$ cat config.mk
export PLATFORM = sky130hd
export DESIGN_NAME = dhfk_ctrl
export DESIGN_NICKNAME = d
export VERILOG_FILES = /design/src/sv/dh_forward_kinematics_top_macros.svh /design/src/sv/dhfk_pkg.sv /design/src/sv/dhfk_ctrl.sv
export SDC_FILE = /design/constraint.sdc
export NUM_CORES = 1
export LEC_CHECK = 0
export BUFFER_PORTS_ARGS = -buffer_cell sky130_fd_sc_hd__buf_2
export CORE_AREA = 3 3 52 54
export CTS_BUF_LIST = sky130_fd_sc_hd__clkbuf_16
export CTS_CLUSTER_SIZE = 10
export DETAILED_ROUTE_END_ITERATION = 10
export DIE_AREA = 0 0 55 57
export PLACE_DENSITY = 0.83
export SLEW_MARGIN = 20
export SYNTH_ARGS = -nofsm -noshare
export SYNTH_HDL_FRONTEND = slang
export SYNTH_SLANG_ARGS = --single-unit
$ cat constraint.sdc
create_clock -name clk -period 1.7 [get_ports clk]
set_input_delay 0.34 -clock clk [delete_from_list [all_inputs] [get_ports clk]]
set_output_delay 0.34 -clock clk [all_outputs]
set_load 0.005 [all_outputs]
$ cat src/sv/dh_forward_kinematics_top_macros.svh
// assertion macros for the forward kinematics block
// used by the top level only, no other dependencies
`ifndef DH_FORWARD_KINEMATICS_TOP_MACROS_SVH
`define DH_FORWARD_KINEMATICS_TOP_MACROS_SVH
`ifndef SYNTHESIS
`define DHFK_ASSERT_IMP(lbl, clk, rst, ante, cons) \
  lbl: assert property (@(posedge clk) disable iff (rst) (ante) |-> (cons)) \
    else $error("dhfk: same-cycle check failed");
`define DHFK_ASSERT_NXT(lbl, clk, rst, ante, cons) \
  lbl: assert property (@(posedge clk) disable iff (rst) (ante) |=> (cons)) \
    else $error("dhfk: next-cycle check failed");
`else
`define DHFK_ASSERT_IMP(lbl, clk, rst, ante, cons)
`define DHFK_ASSERT_NXT(lbl, clk, rst, ante, cons)
`endif
`endif

$ cat src/sv/dhfk_pkg.sv
// shared types, constants and the arctangent table of the forward kinematics block
// no dependencies
package dhfk_pkg;

  localparam int JOINT_REGS = 6;
  localparam int ATAN_STEPS = 24;
  localparam int ANGLE_UP   = 18;
  localparam int JOINT_W    = 3;
  localparam int CFG_IDX_W  = 3;
  localparam int CFG_DATA_W = 64;
  localparam int Q28_W      = 32;
  localparam int ROT_W      = 16;
  localparam int POS_W      = 32;
  localparam int CNT_W      = 5;

  localparam logic signed [35:0] PI_Q30      = 36'sd3373259426;
  localparam logic signed [35:0] HALF_PI_Q30 = 36'sd1686629713;
  localparam logic signed [35:0] TWO_PI_Q30  = 36'sd6746518852;
  localparam logic signed [35:0] GAIN_Q30    = 36'sd652032874;
  localparam logic signed [Q28_W-1:0] ONE_Q28 = 32'sd268435456;

  localparam logic [CFG_IDX_W-1:0] REG_JOINT_COUNT = 3'd0;
  localparam logic [CFG_IDX_W-1:0] REG_DH_JOINT_0  = 3'd1;
  localparam logic [CFG_IDX_W-1:0] REG_DH_JOINT_5  = 3'd6;
  localparam logic [JOINT_W-1:0]   JOINT_COUNT_RST = 3'd3;

  typedef enum logic [3:0] {
    S_IDLE, S_CHECK, S_TRIG_T, S_TRIG_A, S_LINK, S_LINK_END,
    S_POS, S_POS_END, S_ROT, S_ROT_END, S_COMMIT, S_FINISH
  } ctrl_state_t;

  typedef enum logic [2:0] {
    T_IDLE, T_REDUCE, T_FOLD_TURN, T_FOLD_HALF, T_ITER, T_FINISH
  } trig_state_t;

  typedef enum logic [1:0] {MAC_NONE, MAC_LINK, MAC_POS, MAC_ROT} mac_op_t;

  typedef struct packed {
    logic               load_in;
    logic               init;
    logic               trig_start;
    logic               trig_twist;
    mac_op_t            mac_op;
    logic [1:0]         row;
    logic [1:0]         col;
    logic [1:0]         term;
    logic [JOINT_W-1:0] jsel;
    logic               commit;
    logic               load_out;
  } ctrl_cmd_t;

  typedef struct packed {
    logic               trig_done;
    logic [JOINT_W-1:0] joints;
  } dp_status_t;

  function automatic logic signed [31:0] atan_q30(input logic [CNT_W-1:0] i);
    logic signed [31:0] v;
    case (i)
      5'd0:    v = 32'sh3243F6A8;
      5'd1:    v = 32'sh1DAC6705;
      5'd2:    v = 32'sh0FADBAFC;
      5'd3:    v = 32'sh07F56EA6;
      5'd4:    v = 32'sh03FEAB76;
      5'd5:    v = 32'sh01FFD55B;
      5'd6:    v = 32'sh00FFFAAA;
      5'd7:    v = 32'sh007FFF55;
      5'd8:    v = 32'sh003FFFEA;
      5'd9:    v = 32'sh001FFFFD;
      5'd10:   v = 32'sh000FFFFF;
      5'd11:   v = 32'sh0007FFFF;
      5'd12:   v = 32'sh0003FFFF;
      5'd13:   v = 32'sh0001FFFF;
      5'd14:   v = 32'sh0000FFFF;
      5'd15:   v = 32'sh00007FFF;
      5'd16:   v = 32'sh00003FFF;
      5'd17:   v = 32'sh00001FFF;
      5'd18:   v = 32'sh00000FFF;
      5'd19:   v = 32'sh000007FF;
      5'd20:   v = 32'sh000003FF;
      5'd21:   v = 32'sh000001FF;
      5'd22:   v = 32'sh000000FF;
      5'd23:   v = 32'sh0000007F;
      default: v = 32'sh00000000;
    endcase
    return v;
  endfunction

endpackage

$ cat src/sv/dhfk_ctrl.sv
// controller state machine: sequences joints, trig calls and multiply passes
// depends on dhfk_pkg
module dhfk_ctrl (
  input  logic                 clk,
  input  logic                 rst,
  input  logic                 in_valid,
  output logic                 in_ready,
  output logic                 out_valid,
  input  logic                 out_ready,
  input  dhfk_pkg::dp_status_t stat,
  output dhfk_pkg::ctrl_cmd_t  cmd
);

  dhfk_pkg::ctrl_state_t state, state_next;
  logic [dhfk_pkg::JOINT_W-1:0] j, j_next;
  logic [1:0] row, row_next, col, col_next, term, term_next;
  logic out_valid_next;

  always_ff @(posedge clk) begin
    if (rst) begin
      state     <= dhfk_pkg::S_IDLE;
      j         <= '0;
      row       <= '0;
      col       <= '0;
      term      <= '0;
      out_valid <= 1'b0;
    end else begin
      state     <= state_next;
      j         <= j_next;
      row       <= row_next;
      col       <= col_next;
      term      <= term_next;
      out_valid <= out_valid_next;
    end
  end

  always_comb begin
    state_next     = state;
    j_next         = j;
    row_next       = row;
    col_next       = col;
    term_next      = term;
    out_valid_next = out_valid && !out_ready;
    in_ready       = 1'b0;
    cmd            = '0;
    cmd.mac_op     = dhfk_pkg::MAC_NONE;
    cmd.row        = row;
    cmd.col        = col;
    cmd.term       = term;
    cmd.jsel       = j;
    unique case (state)
      dhfk_pkg::S_IDLE: begin
        in_ready = 1'b1;
        if (in_valid) begin
          cmd.load_in = 1'b1;
          cmd.init    = 1'b1;
          j_next      = '0;
          state_next  = dhfk_pkg::S_CHECK;
        end
      end
      dhfk_pkg::S_CHECK: begin
        if (j == stat.joints) begin
          state_next = dhfk_pkg::S_FINISH;
        end else begin
          cmd.trig_start = 1'b1;
          state_next     = dhfk_pkg::S_TRIG_T;
        end
      end
      dhfk_pkg::S_TRIG_T: begin
        if (stat.trig_done) begin
          cmd.trig_start = 1'b1;
          cmd.trig_twist = 1'b1;
          state_next     = dhfk_pkg::S_TRIG_A;
        end
      end
      dhfk_pkg::S_TRIG_A: begin
        cmd.trig_twist = 1'b1;
        if (stat.trig_done) begin
          row_next   = '0;
          col_next   = '0;
          term_next  = '0;
          state_next = dhfk_pkg::S_LINK;
        end
      end
      dhfk_pkg::S_LINK: begin
        cmd.mac_op = dhfk_pkg::MAC_LINK;
        if (col == 2'd2) begin
          col_next = '0;
          row_next = row + 1'b1;
          if (row == 2'd1) begin
            row_next   = '0;
            state_next = dhfk_pkg::S_LINK_END;
          end
        end else begin
          col_next = col + 1'b1;
        end
      end
      dhfk_pkg::S_LINK_END: state_next = dhfk_pkg::S_POS;
      dhfk_pkg::S_POS: begin
        cmd.mac_op = dhfk_pkg::MAC_POS;
        if (term == 2'd2) begin
          term_next = '0;
          row_next  = row + 1'b1;
          if (row == 2'd2) begin
            row_next   = '0;
            state_next = dhfk_pkg::S_POS_END;
          end
        end else begin
          term_next = term + 1'b1;
        end
      end
      dhfk_pkg::S_POS_END: state_next = dhfk_pkg::S_ROT;
      dhfk_pkg::S_ROT: begin
        cmd.mac_op = dhfk_pkg::MAC_ROT;
        if (term == 2'd2) begin
          term_next = '0;
          if (col == 2'd2) begin
            col_next = '0;
            row_next = row + 1'b1;
            if (row == 2'd2) begin
              row_next   = '0;
              state_next = dhfk_pkg::S_ROT_END;
            end
          end else begin
            col_next = col + 1'b1;
          end
        end else begin
          term_next = term + 1'b1;
        end
      end
      dhfk_pkg::S_ROT_END: state_next = dhfk_pkg::S_COMMIT;
      dhfk_pkg::S_COMMIT: begin
        cmd.commit = 1'b1;
        j_next     = j + 1'b1;
        state_next = dhfk_pkg::S_CHECK;
      end
      dhfk_pkg::S_FINISH: begin
        if (!out_valid || out_ready) begin
          cmd.load_out   = 1'b1;
          out_valid_next = 1'b1;
          state_next     = dhfk_pkg::S_IDLE;
        end
      end
      default: state_next = dhfk_pkg::S_IDLE;
    endcase
  end

endmodule

## After elaboration in Yosys (flattened, before gate mapping)

Index checks and enable logic that the tools add are counted.

- Reductions and logical operators: 15
- Add/subtract/negate cells: 4
- Mux-type cells: 41
- Equal/unequal tests: 27

Operators with widths:

| kind | count |
|---|---|
| 4-bit two-way mux | 12 |
| 4-bit one-hot mux with 12 select lines | 1 |
| 2-bit two-way mux | 13 |
| 2-bit != test (second input constant) | 11 |
| 4-bit by 3-bit == test with 1-bit output (second input constant) | 4 |
| 4-bit == test (second input constant) | 4 |
| 2-bit one-hot mux with 3 select lines | 2 |
| 11-bit AND reduction | 1 |
| 4-bit by 2-bit == test with 1-bit output (second input constant) | 2 |
| 2-bit one-hot mux with 4 select lines | 1 |
| 1-bit two-way mux | 7 |
| 2-bit by 1-bit adder with 2-bit output (second input constant) | 3 |
| 2-bit == test (second input constant) | 3 |
| 3-bit one-hot mux with 2 select lines | 1 |
| 6-bit AND reduction | 1 |
| 4-bit by 1-bit == test with 1-bit output (second input constant) | 1 |
| 4-bit logical NOT | 1 |
| 1-bit one-hot mux with 2 select lines | 2 |
| 2-bit one-hot mux with 2 select lines | 1 |
| 2-bit AND reduction | 2 |
| 2-bit nonzero test | 2 |
| 4-bit nonzero test | 1 |
| 3-bit by 1-bit adder with 3-bit output (second input constant) | 1 |
| 3-bit == test | 1 |
| 8 further kinds | 9 |

- Input port bits: 8
- Logic and storage cells: 93
- Register bits: 14
- Output and inout bits: 19

## Longest topological paths before layout

- Depth after elaboration: 5
- Depth in mapped cells: 7
- Gate-level depth less buffers: 5

## Worst setup path after synthesis

No wires, ideal clock.

- Path type: register to register
- From: register state[1]
- To: register row[1]
- Cell stages (with the launch flop): 8
- Path slack: -193 ps
- Setup time: 71 ps
- Arrival: 1823 ps
- Path buffers: 2
- Required time: 1629 ps
- Clock period less this slack: 1893 ps
- Cells stage by stage: dfxtp_1 > buf_6 > nor4bb_4 > nor2b_1 > or3_1 > buf_2 > or4_1 > a21oi_1

- Word-level cells in the longest chain between the ends: 3
- Elaborated cells on any way between the ends: 12
- Classes of those cells: eq/ne: 9; mux: 1; reduce/logical: 2

RTL lines:

| item | RTL line | text |
|---|---|---|
| from (decl) | dhfk_ctrl.sv:14 | `dhfk_pkg::ctrl_state_t state, state_next;` |
| from (signal assigned) | dhfk_ctrl.sv:21 | `state <= dhfk_pkg::S_IDLE;` |
| from (signal assigned) | dhfk_ctrl.sv:28 | `state <= state_next;` |
| 4-bit == test (tied with other cells) | dhfk_ctrl.sv:51 | `unique case (state)` |
| 4-bit nonzero test (no source line) / 2-bit != test (equally long branches) | n/a |  |
| 6-bit AND reduction (no source line) | n/a |  |
| to (signal assigned) | dhfk_ctrl.sv:30 | `row <= row_next;` |
| to (decl) | dhfk_ctrl.sv:16 | `logic [1:0] row, row_next, col, col_next, term, term_next;` |

Parallel ways exist; a longest one is shown, timed or not.
A chain may end at the register's enable or synchronous reset.

==> flow_metrics.env <==
export IMPL_most_common_layout_cells="buf_4 (25), buf_2 (21), buf_6 (13)"
export IMPL_hold_path_class="in -> reg"
export IMPL_chipWidth_um=55
export IMPL_gp_congestion=0.8208
export IMPL_via_per_inst=5.764
export IMPL_worst_setup_path_end_kind="primary output"
export IMPL_layout_commonest_cell="buf_4"
export IMPL_cts_buffers=3
export IMPL_nFillCells=168
export IMPL_core_rowCount=17
export IMPL_seqCellArea_um2=294.0
export IMPL_fin_cells=212
export IMPL_synth_warnings=0
export IMPL_cts_root_buf="clkbuf_16"
export IMPL_crit_buf_inv=4
export IMPL_critPathTopFamily="buffers and inverters"
export IMPL_drv_slew=0
export IMPL_clock_skew_ns=0.002265
export IMPL_core_area_um2=2255
export IMPL_syn_inst=133
export IMPL_yosysUniqueCellTypes=43
export IMPL_avgSynthCellArea_um2=7.761
export IMPL_grt_max_degree=17
export IMPL_power_switching_w=0.0008282
export IMPL_insertion_delay_ns=0.25
export IMPL_area_growth_syn_to_layout_pct=59.64
export IMPL_leakagePower_nw=0.6951
export IMPL_placed_cells=199
export IMPL_grt_pass1_wl_um=5444
export IMPL_final_area_um2=1648
export IMPL_setup_ws_ns=-0.09980
export IMPL_postSynth_asyncResetShare=0
export IMPL_power_frac_clock=0.204
export IMPL_grt_usage=0.2361
export IMPL_ys_seq_area_frac=0.2715
export IMPL_final_nets=194
export IMPL_grt_pass1_vias=1185
export IMPL_pwr_share_seq=0.196
export IMPL_synth_edf_count=0
export IMPL_drive_gt1_frac=0.4837
export IMPL_die_h_um=57
export IMPL_power_density_nw_per_um2=1365
export IMPL_min_period_over_period=1.059
export IMPL_period_needed_ns=1.800
export IMPL_drt_iter0_drc=17
export IMPL_rsz0062_at_grt="true"
export IMPL_wl_per_cell_um=16.50
export IMPL_synth_ff_type="dfxtp_1"
export IMPL_finalHoldViolations=0
export IMPL_dp_hpwl_um=2213
export IMPL_critPathKind="reg -> out"
export IMPL_clock_path_buffers=2
export IMPL_drc=0
export IMPL_synth_top_family_by_area="simple AND/OR/NAND/NOR gates"
export IMPL_cts_tree="yes"
export IMPL_power_frac_comb=0.600
export IMPL_syn_nets=142
export IMPL_routed_wl_um=3498
export IMPL_outcome="complete, but fails checks"
export IMPL_postCtsHoldBufs=0
export IMPL_globalRoute_totalOverflow=0
export IMPL_p_sw_frac=0.3683
export IMPL_path_cells="buf_6 > buf_6 > nand4b_1 > buf_4 > nor2b_2 > buf_2"
export IMPL_worstPathRequired_ns=1.36
export IMPL_initial_core_util=0.4578
export IMPL_critPathMostFrequentCell="buf_6"
export IMPL_worst_setup_path_start_kind="register"
export IMPL_n_antenna_cell=0
export IMPL_setup_viol=13
export IMPL_synthMuxAreaShare=0.02909
export IMPL_path_max_fanout=7
export IMPL_ioPinCount=27
export IMPL_io_buffers=26
export IMPL_postPlaceCellArea_um2=1318
export IMPL_p_int_w=0.001420
export IMPL_synthSimpleGateAreaFrac=0.3818
export IMPL_cts_sinks=14
export IMPL_dieArea_um2=3135
export IMPL_relSlewSlack=0.7535
export IMPL_maxCapViolations=0
export IMPL_synth_compound_area_frac=0.1806
export IMPL_ys_seq_elements=14
export IMPL_synth_fa_ha_area_frac=0.01212
export IMPL_worstPathArrival_ns=1.46
export IMPL_slowest_stage="dfxtp_4"
export IMPL_antenna_found_initial=0
export IMPL_max_stage_delay_ns=0.39
export IMPL_syn_cell_area_um2=1032
export IMPL_clkSlewWorstSetupHoldPaths_ns=0.05
export IMPL_violations="setup timing"
export IMPL_dr_pass1_iters=4
export IMPL_worst_pin_slew_ns=0.3659
export IMPL_num_vias=1222
export IMPL_irDropWorstVdd_uv=1249
export IMPL_ant_nets=0
export IMPL_multi_input_area_um2=785.8
export IMPL_synth_xor_area_share=0.04242
export IMPL_h_tree_depth=1
export IMPL_max_freq_ghz=0.5556
==> worst register-to-register path, cell delays in order, from the launching register on <==
cell and delay [ns]:
dfxtp_4 0.37, or3b_4 0.29, a221oi_2 0.08, or3_4 0.40, buf_6 0.15, o31ai_1 0.26
a21oi_1 0.10
==> synth_stat cells, types with 3 or more instances <==
master	n	area, um^2
dfxtp_1	14	280.3
nor2_1	12	45.04
a21oi_1	10	50.05
nand2_1	10	37.54
nand2b_1	9	56.30
clkbuf_1	6	22.52
nor3_1	5	25.02
inv_1	4	15.01
nand4_1	4	25.02
o21ai_1	4	20.02
a31oi_1	3	18.77
mux2i_1	3	30.03
nor2b_1	3	18.77
o21ai_0	3	15.01
xnor2_1	3	26.28
==> power by group through the flow <==
| stage | Combinational (W) | Clock (W) | Sequential, W |
|---|---|---|---|
| 2_1_floorplan | 0.000633 | 0 | 0.000388 |
| 5_1_grt | 0.00145 | 0.000476 | 0.000448 |
| 4_1_cts | 0.00117 | 0.000455 | 0.000442 |
| 6_report | 0.00135 | 0.000458 | 0.000442 |
| 3_3_place_gp | 0.000868 | 0 | 0.000428 |
| 3_5_place_dp | 0.000901 | 0 | 0.000431 |
==> worst paths after layout <==
kind	startpoint	end	slack, ns	cells after the start
max reg2reg	state[3]$_SDFFE_PP0P_	state[3]$_SDFFE_PP0P_	-0.07	6
max	state[3]$_SDFFE_PP0P_	cmd[0]	-0.1	6
min reg2reg	col[1]$_SDFFE_PP0P_	col[1]$_SDFFE_PP0P_	0.51	2
min	out_ready	out_valid$_SDFF_PP0_	0.45	3
==> cell families (layout without fill, tap and decap cells) <==
| family | after synthesis | in the layout |
|---|---|---|
| multiplexers | 3 | 3 |
| adder cells (fa/ha/maj) | 1 | 1 |
| AND/OR/NAND/NOR | 65 | 65 |
| XOR/XNOR | 5 | 5 |
| AO/OA/AOI/OAI | 29 | 29 |
| flip-flops | 14 | 14 |
| buffers and inverters | 16 | 67 |
==> metrics by stage <==
stage	utilization	TNS (ns)	hold slack (ns)	total power, W	worst slack [ns]
floorplan	-	-0.1218	0.4193	0.001021	-0.1218
global placement	0.5844	-0.8955	0.4837	0.001296	-0.1553
detailed placement	0.5844	-1.444	0.5019	0.001332	-0.1944
CTS	0.6959	-0.5065	0.4183	0.002062	-0.07373
global route	0.7309	-1.494	0.4726	0.002370	-0.1366
finish	0.7309	-0.6857	0.4525	0.002249	-0.09980
==> per-layer routing <==
metal,GRT usage,vias up,routed length [um]
li1,-,583,-
met1,0.2488,571,1239
met2,0.4274,50,1908
met3,0.05744,18,187
met4,0.09722,0,163
met5,0,-,0
==> cell type report <==
cell class | count | share of cell area
multi-input cells | 103 | 0.4768
clock inverters | 1 | 0.002278
flip-flops and latches | 14 | 0.1784
repair buffers | 59 | 0.2665
clock buffers | 3 | 0.04556
inverters | 4 | 0.009112
well taps | 28 | 0.02126
==> registers in the layout (all words and copies together) (netlist names) <==
| register | count |
|---|---|
| row | 2 |
| out_valid | 1 |
| term | 2 |
| state | 4 |
| col | 2 |
| j | 3 |
==> what timing repair did <==
item	in CTS	in global routing
buffers inserted	5	4
pin swaps	6	5
endpoints found under the setup margin	19	16
hold endpoints to repair	0	0
cloned	0	0
gates resized for setup	32	12
Note: power is estimated with default switching activity, not from simulation.
